`config.mk`:
```
export PLATFORM = sky130hd
export DESIGN_NAME = hcbp_back
export DESIGN_NICKNAME = d
export VERILOG_FILES = /design/src/rtl/hcbp_pkg.sv /design/src/rtl/hcbp_back.sv
export VERILOG_INCLUDE_DIRS = /design/src /design/src/rtl
export SDC_FILE = /design/constraint.sdc
export NUM_CORES = 1
export LEC_CHECK = 0
export BUFFER_PORTS_ARGS = -buffer_cell sky130_fd_sc_hd__buf_4
export CORE_MARGIN = 1
export CORE_UTILIZATION = 30
export CTS_BUF_LIST = sky130_fd_sc_hd__clkbuf_8 sky130_fd_sc_hd__clkbuf_16
export CTS_CLUSTER_SIZE = 12
export DETAILED_ROUTE_END_ITERATION = 8
export GPL_ROUTABILITY_DRIVEN = 0
export PLACE_DENSITY_LB_ADDON = 0.1
export SLEW_MARGIN = 20
export SYNTH_ARGS = -nofsm -noshare
export SYNTH_HDL_FRONTEND = slang
export SYNTH_SLANG_ARGS = --single-unit
```
`constraint.sdc`:
```
create_clock -name clk -period 5.3 [get_ports clk]
set_clock_uncertainty 0.05 [all_clocks]
set_input_delay 0.265 -clock clk [delete_from_list [all_inputs] [get_ports clk]]
set_output_delay 0.265 -clock clk [all_outputs]
set_load 0.01 [all_outputs]
```
`src/rtl/assert_macros.svh`:
```
// assertion macros shared by hcbp_queue and hcbp_back
// no dependencies
`ifndef ASSERT_MACROS_SVH
`define ASSERT_MACROS_SVH

// condition must never hold outside reset
`define ASSERT_NEVER(label, clk, rst, cond) \
  label: assert property (@(posedge clk) disable iff (rst) !(cond)) \
    else $error("assertion failed: forbidden condition");

// antecedent in one cycle implies consequent in the next
`define ASSERT_NEXT(label, clk, rst, ante, cons) \
  label: assert property (@(posedge clk) disable iff (rst) (ante) |=> (cons)) \
    else $error("assertion failed: next-cycle implication");

`endif

```
`src/rtl/hcbp_pkg.sv`:
```
// types and constants of the huffman code bit packer
// no dependencies
package hcbp_pkg;

  localparam int MAX_CODE_BITS = 32;
  localparam int SYMBOL_COUNT  = 256;

  localparam int CODE_W    = 32;
  localparam int LEN_W     = 6;
  localparam int SYM_W     = 8;
  localparam int LEN_LIMIT = (MAX_CODE_BITS > CODE_W) ? CODE_W : MAX_CODE_BITS;
  localparam int SYM_IDX_W = (SYMBOL_COUNT > 1) ? $clog2(SYMBOL_COUNT) : 1;

  localparam int IN_DATA_W = 48;
  localparam int FUNC_W    = 2;
  localparam int BYTE_W    = 8;

  localparam int ACC_W = CODE_W + BYTE_W - 1;
  localparam int TOT_W = $clog2(ACC_W + 1);

  localparam int QUEUE_DEPTH = 4;
  localparam int QPTR_W      = $clog2(QUEUE_DEPTH);
  localparam int QCNT_W      = $clog2(QUEUE_DEPTH + 1);

  typedef enum logic [FUNC_W-1:0] {
    FUNC_LOAD   = 2'd0,
    FUNC_ENCODE = 2'd1,
    FUNC_FLUSH  = 2'd2
  } func_t;

  typedef struct packed {
    logic              flush;
    logic [CODE_W-1:0] bits;
    logic [LEN_W-1:0]  len;
  } job_t;

  typedef struct packed {
    logic valid;
    job_t job;
  } q_slot_t;

endpackage

```
`src/rtl/hcbp_back.sv`:
```
// back end: bit accumulator and byte output register
// depends on hcbp_pkg and assert_macros.svh
`include "assert_macros.svh"

module hcbp_back (
  input  logic                        clk,
  input  logic                        rst,
  input  hcbp_pkg::q_slot_t           head,
  output logic                        pop,
  output logic                        m_tvalid,
  input  logic                        m_tready,
  // packed_byte[7:0]
  output logic [hcbp_pkg::BYTE_W-1:0] m_tdata,
  output logic                        m_tlast
);

  logic [hcbp_pkg::ACC_W-1:0] acc;
  logic [hcbp_pkg::TOT_W-1:0] total;

  logic                        out_free;
  logic                        emit;
  logic [hcbp_pkg::TOT_W-1:0]  total_after;
  logic                        pop_enc;
  logic                        pop_flush;
  logic [hcbp_pkg::BYTE_W-1:0] enc_byte;
  logic [hcbp_pkg::BYTE_W-1:0] flush_byte;
  logic                        flush_emit;
  logic [3:0]                  flush_shift;

  localparam logic [hcbp_pkg::TOT_W-1:0] BYTE_TOT = hcbp_pkg::TOT_W'(hcbp_pkg::BYTE_W);

  assign out_free    = !m_tvalid || m_tready;
  assign emit        = total >= BYTE_TOT;
  assign total_after = emit ? hcbp_pkg::TOT_W'(total - BYTE_TOT) : total;
  assign enc_byte    = hcbp_pkg::BYTE_W'(acc >> (total - BYTE_TOT));

  // pending bits move to the top of the byte, low bits padded with zeros
  assign flush_shift = 4'(hcbp_pkg::BYTE_W) - {1'b0, total[2:0]};
  assign flush_byte  = hcbp_pkg::BYTE_W'({8'b0, acc[7:0]} << flush_shift);
  assign flush_emit  = total != '0;

  assign pop_enc   = head.valid && !head.job.flush && (total_after < BYTE_TOT);
  assign pop_flush = head.valid && head.job.flush && !emit;
  assign pop       = out_free && (pop_enc || pop_flush);

  always_ff @(posedge clk) begin
    if (rst) begin
      acc   <= '0;
      total <= '0;
    end else if (out_free) begin
      if (pop_enc) begin
        acc   <= (hcbp_pkg::ACC_W'(acc[6:0]) << head.job.len)
                 | hcbp_pkg::ACC_W'(head.job.bits);
        total <= hcbp_pkg::TOT_W'(total_after + hcbp_pkg::TOT_W'(head.job.len));
      end else if (pop_flush) begin
        total <= '0;
      end else if (emit) begin
        total <= total_after;
      end
    end
  end

  always_ff @(posedge clk) begin
    if (rst) begin
      m_tvalid <= 1'b0;
    end else if (out_free) begin
      m_tvalid <= emit || (pop_flush && flush_emit);
    end
  end

  always_ff @(posedge clk) begin
    if (out_free) begin
      if (emit) begin
        m_tdata <= enc_byte;
        m_tlast <= total_after < BYTE_TOT;
      end else begin
        m_tdata <= flush_byte;
        m_tlast <= 1'b1;
      end
    end
  end

  `ASSERT_NEVER(a_total_bound, clk, rst, total > hcbp_pkg::TOT_W'(hcbp_pkg::ACC_W))
  `ASSERT_NEXT(a_run_continues, clk, rst, m_tvalid && m_tready && !m_tlast, m_tvalid)

endmodule

```
# ---- Word level (Yosys, flattened, before mapping)
# Cells that the tools add are included.
dict set report op_classes {
  n_lt_le_gt_ge 2
  n_eq_ne 0
  n_addsub 3
  reduce_logical 16
  n_div 0
  shifts 3
  multipliers 0
  muxes 5
  n_bitwise 1
}
# cell n
set op_table {}
lappend op_table {{OR 39 x 32 -> 39 bit} 1}
lappend op_table {{left shift 7 x 6 -> 39 bit} 1}
lappend op_table {{right shift 39 x 6 -> 8 bit} 1}
lappend op_table {{2-to-1 mux 6 bit} 4}
lappend op_table {{2-to-1 mux 8 bit} 1}
lappend op_table {{left shift 8 x 4 -> 8 bit} 1}
lappend op_table {{adder 6 bit} 1}
lappend op_table {{greater-or-equal comparator 6 x 4 -> 1 bit, second input constant} 1}
lappend op_table {{logical AND 1 bit} 6}
lappend op_table {{< comparator 6 x 4 -> 1 bit, second input constant} 1}
lappend op_table {{nonzero test 6 bit} 1}
lappend op_table {{subtractor 6 x 4 -> 6 bit, second input constant} 1}
lappend op_table {{AND reduction 2 bit} 2}
lappend op_table {{subtractor 4 x 3 -> 4 bit, first input constant} 1}
lappend op_table {{logical NOT 1 bit} 3}
lappend op_table {{logical OR 1 bit} 3}
lappend op_table {{nonzero test 3 bit} 1}
dict set report totals {
  in_bits 43
  output_inout_bits 11
  mem_bits_rw 0
  mem_bits_ro 0
  reg_bits 55
  latchBits 0
  mem_count 0
  word_cells 35
}

# ---- Depth between registers and ports, before layout
dict set report logic_depth {
  word_depth 6
  mapped_depth 11
  ltp_nobuf 8
}

# ---- Worst setup path after synthesis
# OpenSTA, ideal clock, no wires.
dict set report synth_timing {
  kind {reg-to-reg}
  startpoint {register total[3] (netlist bit)}
  endpoint {register total[5] (netlist bit)}
  period_less_slack_ns 2.860
  required_ns 5.131
  setup_time_ns 0.119
  arrival_time_ns 2.691
  slack_ns 2.440
  n_path_buf 4
  path_stages_with_launch 12
  path_cell_list {dfxtp_1 -> buf_2 -> inv_1 -> buf_1 -> ha_1 -> buf_2 -> buf_1 -> nor2_1 -> ha_1 -> a21oi_1 -> mux2_2 -> o221a_1}
}
dict set report synth_via {
  elab_chain_cells 6
  word_cells_on_any_way 13
  classes_between {add/sub (2); order compare (2); mux (4); reduce/logical (5)}
}
# element line
set synth_rtl {}
lappend synth_rtl {{from (decl)} hcbp_back.sv:18} ;# logic [hcbp_pkg::TOT_W-1:0] total;
lappend synth_rtl {{from (signal assigned)} hcbp_back.sv:54} ;# total <= hcbp_pkg::TOT_W'(total_after + hcbp_pkg::TOT_W'(head.job.len));
lappend synth_rtl {{from (signal assigned)} hcbp_back.sv:58} ;# total <= total_after;
lappend synth_rtl {{subtractor 6 x 4 -> 6 bit or greater-or-equal comparator 6 x 4 -> 1 bit (tied branches)} {hcbp_back.sv:34, hcbp_back.sv:33}}
lappend synth_rtl {{2-to-1 mux 6 bit} hcbp_back.sv:34} ;# assign total_after = emit ? hcbp_pkg::TOT_W'(total - BYTE_TOT) : total;
lappend synth_rtl {{< comparator 6 x 4 -> 1 bit} hcbp_back.sv:42} ;# assign pop_enc = head.valid && !head.job.flush && (total_after < BYTE_TOT);
lappend synth_rtl {{logical AND 1 bit} hcbp_back.sv:42}
lappend synth_rtl {{nonzero test 3 bit (no line)} n/a}
lappend synth_rtl {{AND reduction 2 bit (no line)} n/a}
# Several ways; a longest one is shown, not always the timed one. The select of a mux whose other input is x is not followed.
# A chain may end at the register's enable or synchronous reset.

# ---- Worst setup path after layout
dict set report layout_timing {
  startpoint {register total[3] (netlist bit)}
  endpoint {register acc[16] (netlist bit)}
}
dict set report layout_via {
  elab_chain_cells 5
  word_cells_on_any_way 6
  classes_between {add/sub (1); order compare (2); mux (1); reduce/logical (2)}
}
# element line
set layout_rtl {}
lappend layout_rtl {{subtractor 6 x 4 -> 6 bit or greater-or-equal comparator 6 x 4 -> 1 bit (tied branches)} {hcbp_back.sv:34, hcbp_back.sv:33}}
lappend layout_rtl {{2-to-1 mux 6 bit (*)} hcbp_back.sv:34}
lappend layout_rtl {{< comparator 6 x 4 -> 1 bit (*)} hcbp_back.sv:42}
lappend layout_rtl {{logical AND 1 bit (*)} hcbp_back.sv:42}
lappend layout_rtl {{AND reduction 2 bit (no line) (*)} n/a}
lappend layout_rtl {{to (signal assigned)} hcbp_back.sv:52} ;# acc <= (hcbp_pkg::ACC_W'(acc[6:0]) << head.job.len)
lappend layout_rtl {{to (decl)} hcbp_back.sv:17} ;# logic [hcbp_pkg::ACC_W-1:0] acc;
# Every way passes the cells marked *; elsewhere a longest branch is shown, timed or not.

==> results.md <==
- Outcome: complete, no violations
- Post-synthesis register bit count: 55
- Leading register cell type out of synthesis: dfxtp_1
- Worst path max stage delay: between 0.9 and 1 ns
- Clock transition at path regs: 0.08 ns
- Initial antenna violation count: 0
- Setup Fix Bufs, Post-CTS: 0
- CP endpoint kind: register
- CP required: roughly 5.5 ns
- WS Path Type: reg2reg
- Buffers and inverters on the worst path: 3
- DRC: 0
- Commonest non-fill, non-tap cell in the layout: a21oi_1
- ANT nets after route: 0
- Vias: about 4300
- Largest net degree at the start of global routing: 45
- Slew of the pin with the lowest slew margin: between 1 and 1.5 ns
- Commonest non-fill, non-tap cells in the layout: a21oi_1, buf_4, dfxtp_1
- # resized after CTS: 0
- Die Y: approximately 130 um
- First-pass GRT wire length: around 25 mm
- Fin crit period: 3.79 ns
- Post-synth ARST share: 0%
- Peak supply drop: 131 uV
- Final wirelength: roughly 16 mm
- Die area: around 16000 um2
- Post-DP HPWL: 11.9 mm
- Pwr dens: between 300 and 400 nW/um2
- CTS Buf Count: 5
- Initial core utilization: just over 30%
- Drt via density: 5.85
- Fin nets: a little under 600
- Final hold viol count: 0
- Starting DRT DRC Count: 340
- CP top delay family: compound AO/OA/AOI/OAI gates
- Post-Syn Area: ~4700 um2
- Seq/Total Area, Yosys: between 20% and 30%
- Yosys cell types: 57
- EDFF count, synth: 9
- CTS tree: built
- Max-cap violations: 0
- Critical Path Fanout Max: 23
- Core footprint: 15300 um2
- Gate Count Post-Synth: 510
- GRT Overall Usage: 19.8%
- Fin crit share: around 72%
- Unrepaired setup endpoints after global routing: no
- CP Cell Sequence: buf_4 -> inv_1 -> ha_1 -> nand3_1 -> a211oi_4 -> buf_4 -> o21ai_0 -> a31oi_1
- Clock sink count: 55
- Leakage power: around 2.0 nW
- IO buf count: 53
- Top Usage Layer GRT: met2
- Met1 Track Usage GR: 26.4%
- Relative slew slack: roughly a third
- Aggregate global routing overflow: 0
- Final worst slack: roughly 1.5 ns
- Clk_lat worst skew: just over 0.3 ns
- Worst EP arrival: between 3 and 4 ns
- Inserted Diodes: 0
- Worst hold path type: in2reg
- Final setup vio count: 0
- Placement Setup Slack: 1.54 ns
- Startpoint Class: register
- Vias in the first global route: about 4200
- Syn-to-layout area delta: 13.8%
- # rows: 45
- Synth Net Count: about 560
- Pre-antenna DRT Iters: 5
- Die Wd: 128 um
- Met2 usage: 32.8%
- Met3 GRT Util: 3.34%
- Max-slew violations: 0
- Sum of negative setup slack: 0 ns
- Root Buffer: clkbuf_16
- Max Clock Freq: approximately 260 MHz
- Critical path's most frequent cell: buf_4
- H-tree levels: 2
- Layout cells sized above 1: 22.9%
- Yosys warning total: 0
- IO Pins: 54
- Syn avg cell area: slightly above 9 um2
- Clock buffer depth: 2
- Post-cts hold buffer count: 0
- Slowest cell on crit path: a211oi_4
- Wirelength per Cell: ~21 um
==> synth_stat cells, drive strengths merged (2+ instances only) <==
cell type,n,share of area [%]
a22oi,2,0.32
clkbuf,18,1.4
o2bb2ai,2,0.37
mux4,44,21
o21ai,44,4.6
nor3,11,1.2
nor2b,3,0.40
a22o,4,0.74
xor2,3,0.55
nor2,43,3.4
a211oi,14,2.3
a32oi,2,0.37
a311oi,4,0.74
buf,30,3.5
a21o,3,0.47
mux2,11,2.6
and2,2,0.26
o221a,5,1.2
a221oi,4,0.74
edfxtp,9,5.7
o32ai,2,0.37
dfxtp,46,19
nand3,10,1.1
a21oi,65,6.9
o22ai,3,0.40
a31oi,9,1.2
xnor2,2,0.37
ha,7,1.8
inv,13,1.0
nand2b,7,0.92
nand2,29,2.3
mux2i,42,8.9
o221ai,2,0.37
==> metal layers <==
metal	up-vias	routed length (um)
li1	2028	-
met1	2135	6980
met2	158	7460
met3	22	913
met4	0	326
met5	-	0
==> per-stage QoR <==
step | instance area, um2 | hold WS, ns | utilization [%] | total power, mW | cells
global placement | 5250 | 0.467 | 34.3 | 1.74 | 735
floorplan | 4740 | 0.332 | - | 1.42 | 510
finish | 5400 | 0.137 | 35.3 | 2.09 | 743
CTS | 5400 | 0.136 | 35.3 | 2.10 | 743
global route | 5400 | 0.160 | 35.3 | 2.24 | 743
detailed placement | 5250 | 0.466 | 34.3 | 1.74 | 735
==> cell type report <==
class                           instances  area, um2
Fill cell                            1624       9910
Multi-Input combinational cell        394       3280
Sequential cell                        55       1190
Timing Repair Buffer                   62        465
Tap cell                              211        264
Clock buffer                            5        125
Inverter                               13       48.8
Clock inverter                          3       25.0
==> cells by family (layout without fill, tap and decap cells) <==
logic type | count (synthesis) | count (layout) | synth area share [%]
adders and majority gates | 8 | 8 | 2.27
AOI/OAI and AO/OA | 171 | 171 | 22.2
DFF | 55 | 55 | 25.1
muxes | 97 | 97 | 32.8
buffers and inverters | 61 | 83 | 5.96
xor gates and xnor gates | 5 | 5 | 0.923
and+or+nand+nor | 113 | 113 | 10.7
==> worst register-to-register path: stages (launching register included) <==
cell and delay, ns:
dfxtp_1 0.31, buf_4 0.23, inv_1 0.29, ha_1 0.85
nand3_1 0.41, a211oi_4 0.91, buf_4 0.38, o21ai_0 0.12
a31oi_1 0.19
==> state kept, by name, summed over array words and instances (netlist names) <==
name,cells
acc,39
m_tdata,8
total,6
m_tlast,1
m_tvalid,1
==> power breakdown <==
group	internal, mW	switching [mW]
combinational	0.478	0.576
clock	0.178	0.175
sequential	0.539	0.148
==> worst paths after layout <==
path	slack, ns	start	endpoint	cells after the start
hold / removal	0.14	head[35]	acc[29]	3
setup reg to reg	1.51	total[3]	acc[16]	8
setup / recovery	1.51	total[3]	acc[16]	8
hold reg to reg	0.49	acc[35]	acc[35]	2
(Power assumes the default switching activity.)
