$ cat config.mk
export PLATFORM = sky130hd
export DESIGN_NAME = hcbp_queue
export DESIGN_NICKNAME = d
export VERILOG_FILES = /design/src/rtl/hcbp_pkg.sv /design/src/rtl/hcbp_queue.sv
export VERILOG_INCLUDE_DIRS = /design/src /design/src/rtl
export SDC_FILE = /design/constraint.sdc
export NUM_CORES = 1
export LEC_CHECK = 0
export BUFFER_PORTS_ARGS = -buffer_cell sky130_fd_sc_hd__buf_2
export CAP_MARGIN = 25
export CORE_UTILIZATION = 39
export CTS_CLUSTER_SIZE = 12
export DETAILED_ROUTE_END_ITERATION = 12
export PLACE_DENSITY = 0.63
export SLEW_MARGIN = 10
export SYNTH_ARGS = -nofsm -noshare
export SYNTH_HDL_FRONTEND = slang
export SYNTH_SLANG_ARGS = --single-unit
$ cat constraint.sdc
create_clock -name clk -period 2.72 [get_ports clk]
set_input_delay 0.544 -clock clk [delete_from_list [all_inputs] [get_ports clk]]
set_output_delay 0.544 -clock clk [all_outputs]
set_load 0.02 [all_outputs]
$ cat src/rtl/assert_macros.svh
// assertion macros shared by hcbp_queue and hcbp_back
// no dependencies
`ifndef ASSERT_MACROS_SVH
`define ASSERT_MACROS_SVH

// condition must never hold outside reset
`define ASSERT_NEVER(label, clk, rst, cond) \
  label: assert property (@(posedge clk) disable iff (rst) !(cond)) \
    else $error("assertion failed: forbidden condition");

// antecedent in one cycle implies consequent in the next
`define ASSERT_NEXT(label, clk, rst, ante, cons) \
  label: assert property (@(posedge clk) disable iff (rst) (ante) |=> (cons)) \
    else $error("assertion failed: next-cycle implication");

`endif

$ cat src/rtl/hcbp_pkg.sv
// types and constants of the huffman code bit packer
// no dependencies
package hcbp_pkg;

  localparam int MAX_CODE_BITS = 32;
  localparam int SYMBOL_COUNT  = 256;

  localparam int CODE_W    = 32;
  localparam int LEN_W     = 6;
  localparam int SYM_W     = 8;
  localparam int LEN_LIMIT = (MAX_CODE_BITS > CODE_W) ? CODE_W : MAX_CODE_BITS;
  localparam int SYM_IDX_W = (SYMBOL_COUNT > 1) ? $clog2(SYMBOL_COUNT) : 1;

  localparam int IN_DATA_W = 48;
  localparam int FUNC_W    = 2;
  localparam int BYTE_W    = 8;

  localparam int ACC_W = CODE_W + BYTE_W - 1;
  localparam int TOT_W = $clog2(ACC_W + 1);

  localparam int QUEUE_DEPTH = 4;
  localparam int QPTR_W      = $clog2(QUEUE_DEPTH);
  localparam int QCNT_W      = $clog2(QUEUE_DEPTH + 1);

  typedef enum logic [FUNC_W-1:0] {
    FUNC_LOAD   = 2'd0,
    FUNC_ENCODE = 2'd1,
    FUNC_FLUSH  = 2'd2
  } func_t;

  typedef struct packed {
    logic              flush;
    logic [CODE_W-1:0] bits;
    logic [LEN_W-1:0]  len;
  } job_t;

  typedef struct packed {
    logic valid;
    job_t job;
  } q_slot_t;

endpackage

$ cat src/rtl/hcbp_queue.sv
// short job queue between front end and packer
// depends on hcbp_pkg and assert_macros.svh
`include "assert_macros.svh"

module hcbp_queue (
  input  logic                        clk,
  input  logic                        rst,
  input  hcbp_pkg::q_slot_t           push,
  input  logic                        pop,
  output hcbp_pkg::q_slot_t           head,
  output logic [hcbp_pkg::QCNT_W-1:0] count
);

  hcbp_pkg::job_t              slots [hcbp_pkg::QUEUE_DEPTH];
  logic [hcbp_pkg::QPTR_W-1:0] wr_ptr;
  logic [hcbp_pkg::QPTR_W-1:0] rd_ptr;

  always_ff @(posedge clk) begin
    if (push.valid) begin
      slots[wr_ptr] <= push.job;
    end
  end

  always_ff @(posedge clk) begin
    if (rst) begin
      wr_ptr <= '0;
      rd_ptr <= '0;
      count  <= '0;
    end else begin
      if (push.valid) begin
        wr_ptr <= hcbp_pkg::QPTR_W'(wr_ptr + 1'b1);
      end
      if (pop) begin
        rd_ptr <= hcbp_pkg::QPTR_W'(rd_ptr + 1'b1);
      end
      count <= hcbp_pkg::QCNT_W'(count + hcbp_pkg::QCNT_W'(push.valid)
                                 - hcbp_pkg::QCNT_W'(pop));
    end
  end

  assign head.valid = (count != '0);
  assign head.job   = slots[rd_ptr];

  `ASSERT_NEVER(a_no_overflow, clk, rst,
                push.valid && !pop && (count == hcbp_pkg::QCNT_W'(hcbp_pkg::QUEUE_DEPTH)))
  `ASSERT_NEVER(a_no_underflow, clk, rst, pop && (count == '0))

endmodule

-- Word level (Yosys, flattened, before mapping)
Memories as Yosys holds them, arrays and structs flattened. A register that Yosys moved wholly into a read port is not among the register bits.
Cells that the tools add are included.
- memories: 1
- flip-flop bits (word level): 7
- RAM bits: 156
- input port bits: 43
- logic and storage cells: 13
- add/subtract/negate cells: 4
- muxes and demuxes: 4
- reductions and logical operators: 1
- memory list (memory ; depth ; width ; rd ports ; clocked after memory_dff ; wr ports ; RTL line ; source):
    slots ; 4 ; 39 ; 1 ; 1 ; 1 ; hcbp_queue.sv:14 ; hcbp_pkg::job_t slots [hcbp_pkg::QUEUE_DEPTH];
- operators with widths (cell ; number):
    adder 2 x 1 -> 2 bit, second input constant ; 2
    2-to-1 mux 2 bit ; 2
    adder 3 x 1 -> 3 bit ; 1
    nonzero test 3 bit ; 1
    subtractor 3 x 1 -> 3 bit ; 1
    2-to-1 mux 1 bit ; 2

-- Logic depth before layout (Yosys ltp)
Gate-level depths: netlist of run 1.
- word-level depth: 3
- mapped depth: 7
- mapped depth without buffers: 7

-- Worst setup path after synthesis of run 1
No wires, ideal clock.
- kind: input port to flip-flop
- start: in push[39] (netlist name)
- end: mem slots[0][0] (netlist name) (enable)
- slack: 0.827 ns
- stages on the path: 1
- arrival time: 1.493 ns
- buffers on the path: 0
- cells stage by stage: and2_1
- cells in the longest elaborated chain, start to end: 2
- ends and longest elaborated chain (item ; RTL line ; source):
    from (decl) ; hcbp_queue.sv:8 ; input hcbp_pkg::q_slot_t push,
    2-to-1 mux 1 bit ; hcbp_queue.sv:19 ; if (push.valid) begin
    2-to-1 mux 1 bit (not written as such) ; hcbp_queue.sv:20 ; slots[wr_ptr] <= push.job;
    to (decl) ; hcbp_queue.sv:14 ;
Every way passes these cells.

==> reports/summary.txt, run 1 <==
Status = finished clean
Startpoint types = register
Top Ports = 86
Layout fillers = 1232
Synth Area in Compound Gates = 0.248%
Clk_lat worst skew = 0.41 ns
H-tree levels = 4
First-pass GRT wire length = 15.9 mm
Setup violators final = 0
Cell depth of the worst hold path = 1
Setup TNS = 0 ns
Post-CTS Hold Fix Bufs = 0
Initial antenna violation count = 0
Commonest non-fill, non-tap cells in the layout = edfxtp_1, buf_2, mux4_2, clkbuf_16
Most common cell after layout, fill and taps aside = edfxtp_1
Post-Synth Adder-Cell Area = 1.57%
Routed vias/inst = 5.01
Clock Path Buffers = 2
Worst setup EP type = primary output
Crit path buffers/inverters = 2
Post-synthesis sequential area ratio = 80.4%
Post-route ant nets = 0
Die span in y = 127 microns
Area growth syn-to-layout = 23.1%
Max-cap violations = 0
Critical-path top delay cell = dfxtp_2
Max FO, Critical Path = 14
Reg2Reg Depth = 7
Synth Warn # = 0
Req. time, crit path = 2.18 ns
Tightest Hold Check Type = input pin to register
Place WS = 0.770 ns
CTS tree = done
Clock Skew = 0.00980 ns
Num Clock Sinks = 165
Pin count of the biggest net entering global routing = 26
Total nets after synthesis = 294
Final hold violation count = 0
R2r endpoint = count[2]$_SDFF_PP0_
Die area = 16000 sq um
Grt total ovfl = 0
I/O Buffers = 85
PD cells = 803 nW/um^2
Mux share of post-synthesis cell area = 14.7%
Crit path kind = register to primary output
# resized after CTS = 0
Gpl congestion = 0.641
Drt wl/cell = 18.7 microns
Synth Area per Inst = 24.8 sq um
Drt first pass iters = 4
Via Count = 2772
Worst reg2reg setup slack = 1.15 ns
Post-DP HPWL = 6.40 mm
Clock buffer count from CTS = 17
Unrepaired setup endpoints after global routing = false
Worst hold start = push[14]
Max-slew violations = 0
Synth Register Bits = 165
Main combinational cell family by area after synthesis = multiplexers
Share of post-route cells with drive strength above 1 = 47.4%
Post-CTS Setup Inserts = 0
Crit-path max cell delay = 0.60 ns
Slew @ Worst Pin = 0.440 ns
CTS clk-pin slew, worst paths = 0.06 ns
WP data arrival = 1.81 ns
Relative slew slack = 70.7%
Post-Synthesis Cells = 244
Hold EP = slots[1][14]$_DFFE_PP_
Worst path cell trace = buf_4 -> mux4_2 -> buf_2
Post-synthesis simple-gate area fraction = 1.16%
Reg2reg start = count[0]$_SDFF_PP0_
Ratio of final minimum period to clock period = 86.6%
DIE WIDTH = 127 microns
Antenna Cells = 0
Max Freq = 424 MHz
Nets@finish = 402
Synth Area in XOR/XNOR = 0.682%
Pleak = 2.58 nW
Final worst path period need = 2.36 ns
Core Area = 15100 sq um
Cell Area, Synth = 6050 sq um
Number of global-route vias before repair = 2856
Yosys cell types = 20
Starting density of the core = 40.0%
Routed WL = 10.3 mm
Total GRT Usage = 14.1%
DRT iter0 DRCs = 127
CP top delay family = flip-flops
Std-Cell Rows = 45
Clk root buf = clkbuf_16
Max IR drop VDD = 0.520 mV
Total power draw = 0.00598 W
Fin worst setup slack = 0.364 ns
Post-route DRC = 0
==> cell families after synthesis <==
group                    count (synthesis)
adder cells (fa/ha/maj)                  7
AO/OA/AOI/OAI                            2
AND/OR/NAND/NOR                         13
multiplexers                            40
buffers and inverters                   14
flip-flops                             165
XOR/XNOR                                 3
==> stage by stage <==
step | hold WS (ns) | cell area [sq um] | util [%] | std cells
after floorplan | 0.492 | 6050 | - | 244
after global placement | 0.515 | 6850 | 45.2 | 521
after detailed placement | 0.529 | 6850 | 45.2 | 521
after CTS | 0.319 | 7450 | 49.2 | 553
after global routing | 0.322 | 7450 | 49.2 | 553
final | 0.343 | 7450 | 49.2 | 553
==> cell usage after synthesis <==
library cell  instances  area (sq um)
ha_1                  6          75.1
dfxtp_1               9           180
clkbuf_1              2          7.51
or3_1                 1          6.26
fa_1                  1          20.0
buf_6                 2          22.5
mux4_2               39           878
mux2i_1               1          10.0
and2_1                4          25.0
nand3b_1              1          7.51
nor2b_1               2          12.5
buf_2                 2          10.0
xor3_1                1          23.8
buf_4                 2          15.0
a21bo_2               1          10.0
inv_1                 6          22.5
edfxtp_1            156          4680
a21oi_1               1          5.00
nor2_1                5          18.8
xnor2_1               2          17.5
==> routing by layer <==
metal | up-vias | GRT usage, % | share of wire (%)
li1 | 1241 | - | -
met1 | 1441 | 17.5 | 43
met2 | 76 | 22.5 | 49
met3 | 14 | 5.27 | 5.9
met4 | 0 | 5.32 | 1.4
met5 | - | 0 | 0
==> worst max-delay path by stage <==
stage,from,endpoint,cells past startpoint
after floorplan,push[39],slots[0][0]$_DFFE_PP_,1
after global placement,register,head[1],3
after detailed placement,register,head[1],3
after CTS,register,head[1],3
after global routing,register,head[38],3
final,register,head[1],3
==> power breakdown <==
group | switching [W] | internal, W | total (W)
Clock | 0.000930 | 0.00142 | 0.00235
Combinational | 0.000370 | 0.000300 | 0.000670
Sequential | 0.0000449 | 0.00292 | 0.00296
Total | 0.00135 | 0.00463 | 0.00598
==> sequential cells by signal (all words and copies together), names as in the netlist, named ones only <==
signal,flops
count,3
slots,156
rd_ptr,2
wr_ptr,2
==> area by class of cell <==
cell class / instances / area [sq um] / area share, %
Timing Repair Buffer: 97 / 603 / 8.10
Multi-Input combinational cell: 65 / 1110 / 15.0
Tap cell: 188 / 235 / 3.16
Clock buffer: 25 / 549 / 7.38
Inverter: 6 / 22.5 / 0.302
Sequential cell: 165 / 4870 / 65.4
Clock inverter: 7 / 52.6 / 0.706
No activity file was read; power rests on OpenSTA's default activity.
==> run 2: changes to the inputs <==
--- a/config.mk
+++ b/config.mk
@@ -11,7 +11,7 @@
 export CORE_UTILIZATION = 39
 export CTS_CLUSTER_SIZE = 12
 export DETAILED_ROUTE_END_ITERATION = 12
-export PLACE_DENSITY = 0.63
+export PLACE_DENSITY = 0.69
 export SLEW_MARGIN = 10
 export SYNTH_ARGS = -nofsm -noshare
 export SYNTH_HDL_FRONTEND = slang
==> reports/summary.txt, run 2 (same netlist as run 1, synthesis figures left out) <==
Crit-path max cell delay = 0.53 ns (was 0.60 ns)
Final hold violation count = 0 (unchanged)
Number of global-route vias before repair = 3003 (was 2856)
Pleak = 2.53 nW (was 2.58 nW)
Status = finished clean (unchanged)
Startpoint types = register (unchanged)
Most flops, register = slots (unchanged)
PD cells = 793 nW/um^2 (was 803 nW/um^2)
Unrepaired setup endpoints after global routing = false (unchanged)
I/O Buffers = 85 (unchanged)
Max-slew violations = 0 (unchanged)
Die area = 16000 sq um (unchanged)
Fin Hold WS = 0.339 ns (was 0.343 ns)
Setup violators final = 0 (unchanged)
Setup TNS = 0 ns (unchanged)
Req. time, crit path = 2.18 ns (about the same)
DIE WIDTH = 127 microns (unchanged)
Worst reg2reg setup slack = 1.06 ns (was 1.15 ns)
Clock buffer count from CTS = 17 (unchanged)
Pin count of the biggest net entering global routing = 40 (was 26)
Reg2reg start = wr_ptr[0]$_SDFFE_PP0P_ (was count[0]$_SDFF_PP0_)
Clk_lat worst skew = 0.42 ns (was 0.41 ns)
Tightest Hold Check Type = input pin to register (unchanged)
Via Count = 2760 (was 2772)
Layout fillers = 1214 (was 1232)
Worst setup EP type = primary output (unchanged)
Starting density of the core = 40.0% (unchanged)
Post-CTS Setup Inserts = 0 (unchanged)
Most common cell after layout, fill and taps aside = edfxtp_1 (unchanged)
Commonest non-fill, non-tap cells in the layout = edfxtp_1, buf_2, mux4_2, clkbuf_16, dfxtp_1 (was edfxtp_1, buf_2, mux4_2, clkbuf_16)
First-pass GRT wire length = 16.5 mm (was 15.9 mm)
Post-route ant nets = 0 (unchanged)
Total power draw = 0.00582 W (was 0.00598 W)
Area growth syn-to-layout = 21.3% (was 23.1%)
CP top delay family = flip-flops (unchanged)
Relative slew slack = 61.0% (was 70.7%)
DRT iter0 DRCs = 166 (was 127)
Drt wl/cell = 19.2 microns (was 18.7 microns)
Max IR drop VDD = 0.397 mV (was 0.520 mV)
H-tree levels = 4 (unchanged)
Drt first pass iters = 6 (was 4)
Largest regs = slots: 156 flops, count: 3 flops (unchanged)
Die span in y = 127 microns (unchanged)
Total GRT Usage = 14.2% (was 14.1%)
Crit path buffers/inverters = 2 (unchanged)
Multi-input gate area = 1110 sq um (unchanged)
Clock Path Buffers = 2 (unchanged)
Worst Setup EP = head[14] (was head[1])
R2r endpoint = slots[2][14]$_DFFE_PP_ (was count[2]$_SDFF_PP0_)
Post-route DRC = 0 (unchanged)
Initial antenna violation count = 1 (was 0)
Grt total ovfl = 0 (unchanged)
Max FO, Critical Path = 14 (unchanged)
Reg2Reg Depth = 4 (was 7)
Final worst path period need = 2.46 ns (was 2.36 ns)
WP data arrival = 1.91 ns (was 1.81 ns)
Critical-path top delay cell = dfxtp_4 (was dfxtp_2)
Top Ports = 86 (unchanged)
Max Freq = 407 MHz (was 424 MHz)
Register area = 4870 sq um (unchanged)
Ratio of final minimum period to clock period = 90.4% (was 86.6%)
Routed WL = 10.5 mm (was 10.3 mm)
Slew @ Worst Pin = 0.584 ns (was 0.440 ns)
Post-CTS Hold Fix Bufs = 0 (unchanged)
# resized after CTS = 0 (unchanged)
Max-cap violations = 0 (unchanged)
Gpl congestion = 0.709 (was 0.641)
Crit path depth = 3 (unchanged)
Routed vias/inst = 5.03 (was 5.01)
Nets@finish = 398 (was 402)
Post-DP HPWL = 6.53 mm (was 6.40 mm)
Max reg flops = 156 (unchanged)
Clock Skew = 0.00840 ns (was 0.00980 ns)
Antenna Cells = 0 (unchanged)
Share of post-route cells with drive strength above 1 = 46.5% (was 47.4%)
Worst path cell trace = buf_4 -> mux4_2 -> buf_2 (unchanged)
CTS clk-pin slew, worst paths = 0.06 ns (about the same)
Core Area = 15100 sq um (unchanged)
Std-Cell Rows = 45 (unchanged)
Clk root buf = clkbuf_16 (unchanged)
Num Clock Sinks = 165 (unchanged)
Crit path kind = register to primary output (unchanged)
CTS tree = done (unchanged)
## run 2: metrics by stage
stage	util (%)	area, sq um	instances	setup slack (ns)
finish	48.5	7340	549	0.262
global placement	44.8	6790	517	0.676
detailed placement	44.8	6790	517	0.658
global route	48.5	7340	549	0.145
floorplan	-	6050	244	0.827
CTS	48.5	7340	549	0.198
## run 2: layout make-up
type / count / area share (%)
Sequential cell: 165 / 66.4
Multi-Input combinational cell: 65 / 15.2
Timing Repair Buffer: 93 / 7.47
Clock buffer: 24 / 6.85
Tap cell: 188 / 3.21
Clock inverter: 8 / 0.614
Inverter: 6 / 0.307
## run 2: worst min path at each step
stage	startpoint	to	slack, ns	cells past startpoint
final	push[24]	slots[3][24]$_DFFE_PP_	0.34	1
after global routing	push[23]	slots[2][23]$_DFFE_PP_	0.33	1
after CTS	push[24]	slots[3][24]$_DFFE_PP_	0.32	1
after detailed placement	rd_ptr[1]$_SDFFE_PP0P_	register	0.53	2
after global placement	rd_ptr[1]$_SDFFE_PP0P_	register	0.51	2
after floorplan	rd_ptr[1]$_SDFFE_PP0P_	register	0.49	2
## run 2: worst register-to-register path, stage by stage, from the launching register on
cell and delay [ns]:
dfxtp_1 0.35, inv_1 0.09, ha_1 0.14, and2_2 0.49, buf_12 0.28
## run 2: report_power, final
part / internal, W / switching (W)
logic: 0.000293 / 0.000361
clock network: 0.00129 / 0.000903
registers: 0.00292 / 0.0000578
total: 0.00450 / 0.00132
## run 2: routing by layer
| layer | part of all wire [%] | vias to the layer above | global-route usage (%) |
|---|---|---|---|
| met2 | 49 | 66 | 22.1 |
| met4 | 1.9 | 2 | 6.38 |
| met3 | 5.0 | 20 | 4.72 |
| met5 | 0.095 | - | 0 |
| met1 | 44 | 1439 | 18.2 |
| li1 | - | 1233 | - |
